File: config.mk
export PLATFORM = sky130hd
export DESIGN_NAME = first_substring_match_finder
export DESIGN_NICKNAME = d
export VERILOG_FILES = /design/src/rtl/fsmf_pkg.sv /design/src/rtl/first_substring_match_finder.sv
export SDC_FILE = /design/constraint.sdc
export NUM_CORES = 1
export LEC_CHECK = 0
export BUFFER_PORTS_ARGS = -buffer_cell sky130_fd_sc_hd__buf_2
export CAP_MARGIN = 20
export CELL_PAD_IN_SITES_DETAIL_PLACEMENT = 0
export CELL_PAD_IN_SITES_GLOBAL_PLACEMENT = 1
export CORE_UTILIZATION = 52
export CTS_BUF_LIST = sky130_fd_sc_hd__clkbuf_4
export CTS_CLUSTER_SIZE = 12
export DETAILED_ROUTE_END_ITERATION = 8
export GPL_TIMING_DRIVEN = 0
export HOLD_SLACK_MARGIN = 0.15
export PLACE_DENSITY_LB_ADDON = 0.1
export SLEW_MARGIN = 40
export SYNTH_ARGS = -nofsm -noshare
export SYNTH_HDL_FRONTEND = slang
export SYNTH_SLANG_ARGS = --single-unit
File: constraint.sdc
create_clock -name clk -period 13.25 [get_ports clk]
set_input_delay 1.325 -clock clk [delete_from_list [all_inputs] [get_ports clk]]
set_output_delay 1.325 -clock clk [all_outputs]
set_load 0.01 [all_outputs]
File: src/rtl/fsmf_pkg.sv
// Package for the first substring match finder: result word type,
// configuration register codes and default sizes. No dependencies.
`default_nettype none

package fsmf_pkg;

  localparam int MAX_PATTERN_BYTES_DEF = 16;
  localparam int INDEX_BITS_DEF        = 16;
  localparam int PATTERN_SLOTS         = 16;
  localparam int SUM_W                 = 12;
  localparam int MATCH_INDEX_W         = 16;
  localparam int CFG_DATA_W            = 64;
  localparam int CFG_LEN_W             = 5;

  typedef enum logic [1:0] {
    REG_PATTERN_LOW  = 2'd0,
    REG_PATTERN_HIGH = 2'd1,
    REG_PATTERN_LEN  = 2'd2
  } cfg_reg_t;

  typedef struct packed {
    logic                     found;
    logic [MATCH_INDEX_W-1:0] match_index;
    logic                     position_saturated;
  } res_t;

endpackage

`default_nettype wire

File: src/rtl/first_substring_match_finder.sv
// First substring match finder: top level with window, rolling sum, compare
// and a two-word output buffer. Depends on fsmf_pkg.
//
// Usage: text bytes enter on the in_ channel (valid/ready), in_final_byte set
// on the last byte of a text. One result word per text leaves on the out_
// channel: found with the start index of the first exact match, sent on the
// byte that completes it, or not found on the final byte. Bytes after a match
// are consumed without a result until the final byte.
// Throughput: one byte per cycle while in_ready is high; the whole window
// compare is one registered pass from the state registers and the incoming
// byte to the output register, or to the skid register while the output
// register holds a word that is not taken.
// Stall: an output register and a skid register hold up to two results;
// in_ready drops while the skid register holds a word, from the cycle after a
// result meets a full output register with out_ready low.
// Reset: synchronous, active low; clears the pattern, per-text state and the
// output buffer. A pattern write through cfg_ also aborts the text in progress.
`default_nettype none

module first_substring_match_finder #(
  parameter int MAX_PATTERN_BYTES = fsmf_pkg::MAX_PATTERN_BYTES_DEF,
  parameter int INDEX_BITS        = fsmf_pkg::INDEX_BITS_DEF
) (
  input  wire logic                               clk,
  input  wire logic                               rst_n,
  input  wire logic                               cfg_we,
  input  wire logic [1:0]                         cfg_index,
  input  wire logic [fsmf_pkg::CFG_DATA_W-1:0]    cfg_data,
  input  wire logic                               in_valid,
  output logic                                    in_ready,
  input  wire logic [7:0]                         in_text_byte,
  input  wire logic                               in_final_byte,
  output logic                                    out_valid,
  input  wire logic                               out_ready,
  output logic                                    out_found,
  output logic [fsmf_pkg::MATCH_INDEX_W-1:0]      out_match_index,
  output logic                                    out_position_saturated
);

  import fsmf_pkg::*;

  localparam int LEN_W  = $clog2(MAX_PATTERN_BYTES + 1);
  localparam int WIDE_W = (INDEX_BITS > MATCH_INDEX_W) ? INDEX_BITS : MATCH_INDEX_W;

  logic [CFG_DATA_W-1:0]   pat_lo_r;
  logic [CFG_DATA_W-1:0]   pat_hi_r;
  logic [CFG_LEN_W-1:0]    pat_len_r;

  logic [7:0]              win_r [MAX_PATTERN_BYTES];
  logic [SUM_W-1:0]        win_sum_r;
  logic [INDEX_BITS-1:0]   pos_r;
  logic                    ovf_r;
  logic                    sent_r;

  logic                    out_v_r, sk_v_r;
  res_t                    out_d_r, sk_d_r;
  logic                    out_v_nxt, sk_v_nxt;
  res_t                    out_d_nxt, sk_d_nxt;

  logic                    cfg_clear;
  logic                    in_acc, pop, push;
  logic [LEN_W-1:0]        len_u;
  logic [7:0]              pat_b   [PATTERN_SLOTS];
  logic [7:0]              win_new [MAX_PATTERN_BYTES];
  logic [SUM_W-1:0]        lvl0 [16];
  logic [SUM_W-1:0]        lvl1 [8];
  logic [SUM_W-1:0]        lvl2 [4];
  logic [SUM_W-1:0]        lvl3 [2];
  logic [SUM_W-1:0]        pat_sum;
  logic [7:0]              old_byte;
  logic                    drop, armed, eq, hit;
  logic [3:0]              pidx [MAX_PATTERN_BYTES];
  logic [SUM_W-1:0]        sum_nxt;
  logic [INDEX_BITS-1:0]   len_ix, start;
  logic [WIDE_W-1:0]       start_wide;
  res_t                    res;

  assign cfg_clear = cfg_we && (cfg_index == REG_PATTERN_LOW || cfg_index == REG_PATTERN_HIGH
                                || cfg_index == REG_PATTERN_LEN);
  assign in_ready  = !sk_v_r;
  assign in_acc    = in_valid && in_ready;
  assign pop       = out_v_r && out_ready;

  always_comb begin
    if (pat_len_r > CFG_LEN_W'(MAX_PATTERN_BYTES)) len_u = LEN_W'(MAX_PATTERN_BYTES);
    else len_u = pat_len_r[LEN_W-1:0];
    len_ix = INDEX_BITS'(len_u);
    for (int k = 0; k < PATTERN_SLOTS; k++) begin
      pat_b[k] = (k < 8) ? pat_lo_r[8*(k%8) +: 8] : pat_hi_r[8*(k%8) +: 8];
      lvl0[k]  = (k < int'(len_u)) ? SUM_W'(pat_b[k]) : '0;
    end
    for (int k = 0; k < 8; k++) lvl1[k] = lvl0[2*k] + lvl0[2*k+1];
    for (int k = 0; k < 4; k++) lvl2[k] = lvl1[2*k] + lvl1[2*k+1];
    for (int k = 0; k < 2; k++) lvl3[k] = lvl2[2*k] + lvl2[2*k+1];
    pat_sum = lvl3[0] + lvl3[1];
  end

  always_comb begin
    old_byte = '0;
    eq       = 1'b1;
    for (int j = 0; j < MAX_PATTERN_BYTES; j++) begin
      win_new[j] = (j == 0) ? in_text_byte : win_r[(j == 0) ? 0 : j-1];
      pidx[j]    = 4'(int'(len_u) - 1 - j);
      if (j == int'(len_u) - 1) old_byte = old_byte | win_r[j];
      if (j < int'(len_u) && win_new[j] != pat_b[pidx[j]]) eq = 1'b0;
    end
    drop    = (len_u != '0) && (ovf_r || pos_r >= len_ix);
    sum_nxt = win_sum_r - (drop ? SUM_W'(old_byte) : SUM_W'(0)) + SUM_W'(in_text_byte);
    armed   = ovf_r || (pos_r >= len_ix - INDEX_BITS'(1));
    if (len_u == '0) begin
      hit   = 1'b1;
      start = '0;
    end else begin
      hit   = armed && (sum_nxt == pat_sum) && eq;
      start = ovf_r ? '1 : (pos_r - (len_ix - INDEX_BITS'(1)));
    end
    start_wide             = WIDE_W'(start);
    res.found              = hit;
    res.match_index        = hit ? start_wide[MATCH_INDEX_W-1:0] : '0;
    res.position_saturated = ovf_r;
    push = in_acc && !sent_r && (hit || in_final_byte);
  end

  always_ff @(posedge clk) begin
    if (!rst_n) begin
      pat_lo_r  <= '0;
      pat_hi_r  <= '0;
      pat_len_r <= '0;
    end else if (cfg_we) begin
      unique case (cfg_index)
        REG_PATTERN_LOW:  pat_lo_r  <= cfg_data;
        REG_PATTERN_HIGH: pat_hi_r  <= cfg_data;
        REG_PATTERN_LEN:  pat_len_r <= cfg_data[CFG_LEN_W-1:0];
        default: ;
      endcase
    end
  end

  always_ff @(posedge clk) begin
    if (in_acc && !sent_r && !cfg_clear) begin
      for (int j = 0; j < MAX_PATTERN_BYTES; j++) win_r[j] <= win_new[j];
    end
  end

  always_ff @(posedge clk) begin
    if (!rst_n || cfg_clear) begin
      win_sum_r <= '0;
      pos_r     <= '0;
      ovf_r     <= 1'b0;
      sent_r    <= 1'b0;
    end else if (in_acc) begin
      if (in_final_byte) begin
        win_sum_r <= '0;
        pos_r     <= '0;
        ovf_r     <= 1'b0;
        sent_r    <= 1'b0;
      end else if (!sent_r) begin
        win_sum_r <= sum_nxt;
        sent_r    <= hit;
        if (pos_r == '1) ovf_r <= 1'b1;
        else pos_r <= pos_r + INDEX_BITS'(1);
      end
    end
  end

  always_comb begin
    out_v_nxt = out_v_r;
    sk_v_nxt  = sk_v_r;
    out_d_nxt = out_d_r;
    sk_d_nxt  = sk_d_r;
    if (pop) begin
      if (sk_v_r) begin
        out_d_nxt = sk_d_r;
        sk_v_nxt  = push;
        sk_d_nxt  = res;
      end else begin
        out_v_nxt = push;
        out_d_nxt = res;
      end
    end else if (push) begin
      if (!out_v_r) begin
        out_v_nxt = 1'b1;
        out_d_nxt = res;
      end else begin
        sk_v_nxt = 1'b1;
        sk_d_nxt = res;
      end
    end
  end

  always_ff @(posedge clk) begin
    if (!rst_n) begin
      out_v_r <= 1'b0;
      sk_v_r  <= 1'b0;
    end else begin
      out_v_r <= out_v_nxt;
      sk_v_r  <= sk_v_nxt;
    end
    out_d_r <= out_d_nxt;
    sk_d_r  <= sk_d_nxt;
  end

  assign out_valid              = out_v_r;
  assign out_found              = out_d_r.found;
  assign out_match_index        = out_d_r.match_index;
  assign out_position_saturated = out_d_r.position_saturated;

`ifndef NO_ASSERTIONS
  a_skid_behind_out: assert property (@(posedge clk) disable iff (!rst_n)
    sk_v_r |-> out_v_r)
    else $error("skid word held with empty output register");

  a_one_hit_per_text: assert property (@(posedge clk) disable iff (!rst_n)
    sent_r |-> !push)
    else $error("second result pushed within one text");

  a_sat_pos_held: assert property (@(posedge clk) disable iff (!rst_n)
    ovf_r |-> pos_r == '1)
    else $error("position counter left its ceiling while saturated");

  a_no_push_when_full: assert property (@(posedge clk) disable iff (!rst_n)
    (sk_v_r && !pop) |=> (sk_d_r == $past(sk_d_r)))
    else $error("skid word overwritten while held");
`endif

endmodule

`default_nettype wire
==> qor.csv <==
stage,metric,value,unit
detailed_routing,highest_layer,met5,
detailed_routing,m1WireLength,45700,um
finish,fin_cells,3767,
clocking,clk_latency,0.92,ns
timing,worst_slack,1.97,ns
detailed_routing,via_count,26000,
detailed_routing,drt-wirelength-per-cell,34.8,um
logic_synthesis,ys_seq_elements,329,
logic_synthesis,synth_edf_count,164,
timing,setup_viol,0,
clocking,postCtsResizedCells,0,
grt,grt_first_pass_wirelength,183000,um
clocking,path_clk_slew,0.07,ns
clocking,cts_tree,yes,
clocking,cts_max_level,3,
logic_synthesis,postSynthAreaPerCell,10.1,um2
clocking,cts_buffers,84,
logic_synthesis,synth_top_area_share,17.3,%
setup_path,crit_arrival,11.78,ns
die,start_util,52.7,%
detailed_routing,drc,0,
setup_path,cpPeakStageDelay,0.68,ns
clocking,postCtsSetupBuffers,0,
detailed_routing,initialDrtViolationCount,3519,
placement,dp_cells,3612,
outcome,status,"finished, final reports clean",
timing,min_period,11.28,ns
logic_synthesis,synth.top_cells.by_area,"edfxtp_1, dfxtp_1, mux4_2, mux2i_1, fa_1",
detailed_routing,vias_per_cell,6.91,
timing,min_period_over_period,85.1,%
logic_synthesis,ys_types,96,
finish,drive_gt1_share,17.4,%
logic_synthesis,synthTopCellsByCount,"nand2_1, mux2i_1, dfxtp_1",
die,coreArea,53900,um2
die,num_rows,85,
logic_synthesis,ys.flop_type,dfxtp_1,
timing,worstMarginPinSlew,1.00,ns
timing,slew_headroom,33.0,%
timing,rsz0062_at_grt,false,
grt,grt_pass1_vias,25400,
detailed_routing,wl_met3,17500,um
detailed_routing,routed_wl,131000,um
placement,place_congestion,1.10,
finish,area_growth,9.43,%
finish,multi_input_area,18800,um2
finish,fin_nets,3276,
power,p_per_area,91.6,nW/um2
logic_synthesis,async_flop_share,0,%
placement,preCtsSetupSlack,1.93,ns
logic_synthesis,syn_area,28400,um2
clocking,cts_hold_buf,0,
setup_path,cp-end-kind,flip-flop,
placement,dp_hpwl,101000,um
timing,hold_ws,0.502,ns
setup_path,cpMostUsedCell,fa_1,
die,die_y,236,um
detailed_routing,first_pass_iters,8,
timing,skew,0.0584,ns
timing,max_freq,0.0887,GHz
grt,track_usage,47.2,%
logic_synthesis,yosys.area.top_type,edfxtp_1,
setup_path,startpoint_type,flip-flop,
logic_synthesis,synth_most_common_cell,nand2_1,
logic_synthesis,synth_nets,3088,
detailed_routing,drt.antenna.violating_nets,0,
grt,grt_max_degree,40,
timing,setup-tns-final,0,ns
flow_run,cap_violations,0,
logic_synthesis,ys_warn_count,0,
power,ir_drop,0.0000931,V
placement,io_buffer_count,98,
setup_path,path_class,reg2reg,
timing,slew_violations,0,
min_path,hold_path_class,reg2reg,
detailed_routing,met2_length,55000,um
power,p_leak,11.5,nW
clocking,clock_sinks,329,
die,dieWidth,236,um
die,die_area,55600,um2
clocking,clk_path_buf_depth,3,
setup_path,crit_required,13.75,ns
finish,final-seq-area,8230,um2
grt,gr-total-overflow,0,
clocking,cts-root-buf,clkbuf_4,
logic_synthesis,syn-instance-count,2815,
logic_synthesis,synth_seq_area_share,28.9,%
setup_path,cpMaxStageDelayCell,a21boi_2,
setup_path,critPathMaxFanout,18,
die,io_pins,100,
timing,hold_violations,0,
grt,grt_antenna_before_repair,18,
finish,n_fill_cell,4746,
## power by group
group	internal (W)	switching (W)	total (W)
sequential	0.00112	0.000112	0.00124
clock	0.000435	0.000450	0.000885
combinational	0.000282	0.000447	0.000730
total	0.00184	0.00101	0.00285
## area by class of cell
cell class              count  area share, %
inverters                 169           2.10
multi-input cells        2145           60.5
plain buffers             172           2.83
clock inverters            25          0.551
diodes                     11         0.0885
well taps                 696           2.80
clock buffers             118           2.85
flip-flops and latches    329           26.5
repair buffers            102           1.81
## state kept, by name, indices dropped and copies added (netlist names), 5 cells and up
signal	flops
pos_r	16
pat_len_r	5
pat_lo_r	64
pat_hi_r	64
out_match_index	16
sk_d_r	18
win_sum_r	12
win_r	128
## layout by cell type, fill, tap and decap left out, types with 11 or more instances in the layout
cell type / count
a211oi_1: 15
a21boi_0: 134
a21o_1: 14
a21oi_1: 70
a221oi_1: 19
a22o_1: 13
a22oi_1: 53
a31oi_1: 15
and2_1: 54
buf_1: 14
buf_2: 129
buf_4: 14
buf_6: 15
clkbuf_1: 88
clkbuf_4: 118
clkinv_1: 14
dfxtp_1: 165
diode_2: 11
edfxtp_1: 164
fa_1: 117
ha_1: 76
inv_1: 163
mux2_2: 26
mux2i_1: 257
mux4_2: 139
nand2_1: 397
nand2b_1: 13
nand3_1: 39
nand4_1: 22
nor2_1: 119
nor2b_1: 88
nor3_1: 23
nor4_1: 17
o21ai_0: 36
o22ai_1: 15
o31ai_1: 11
or3_1: 12
xnor2_1: 97
xor2_1: 82
## path summary, 6_finish.rpt
kind                 from          end  cells after the start  slack (ns)
max          pat_len_r[4]    sk_d_r[1]                     34        1.97
min          win_r[0][59]  win_r[1][3]                      0        0.50
max reg2reg  pat_len_r[4]    sk_d_r[1]                     34        1.97
min reg2reg  win_r[0][59]  win_r[1][3]                      0        0.50
## logic make-up (layout without fill, tap and decap cells)
kind of cell / after synthesis / after routing / share of synthesized area, %
buffers and inverters: 341 / 586 / 5.35
XOR/XNOR: 185 / 185 / 6.10
AO/OA/AOI/OAI: 502 / 502 / 12.9
adder cells (fa/ha/maj): 193 / 193 / 11.6
flip-flops: 329 / 329 / 28.9
other: 0 / 11 / 0
multiplexers: 430 / 430 / 21.4
AND/OR/NAND/NOR: 835 / 835 / 13.7
## critical path, delay by kind of cell, from the launching register on
family          cells  cell delay (ns)
compound gates      9             2.83
flops               1             0.37
simple gates        6             1.18
fa+ha+maj           9             4.11
xor+xnor            2             0.58
buf+inv             8             1.81
## metal layers
| metal | global-route usage (%) | vias to the layer above |
|---|---|---|
| met5 | 1.47 | - |
| met4 | 37.5 | 12 |
| met3 | 18.6 | 645 |
| met2 | 68.8 | 2068 |
| met1 | 55.2 | 12700 |
| li1 | - | 10600 |
## per-stage QoR
stage / instance area (um2) / total power (W) / utilization [%]
6_report: 31100 / 0.00285 / 57.7
4_1_cts: 31000 / 0.00282 / 57.5
3_5_place_dp: 30000 / 0.00195 / 55.6
2_1_floorplan: 28400 / 0.00167 / -
3_3_place_gp: 29800 / 0.00193 / 55.2
5_1_grt: 31100 / 0.00294 / 57.7
Note: power is estimated with default switching activity, not from simulation.
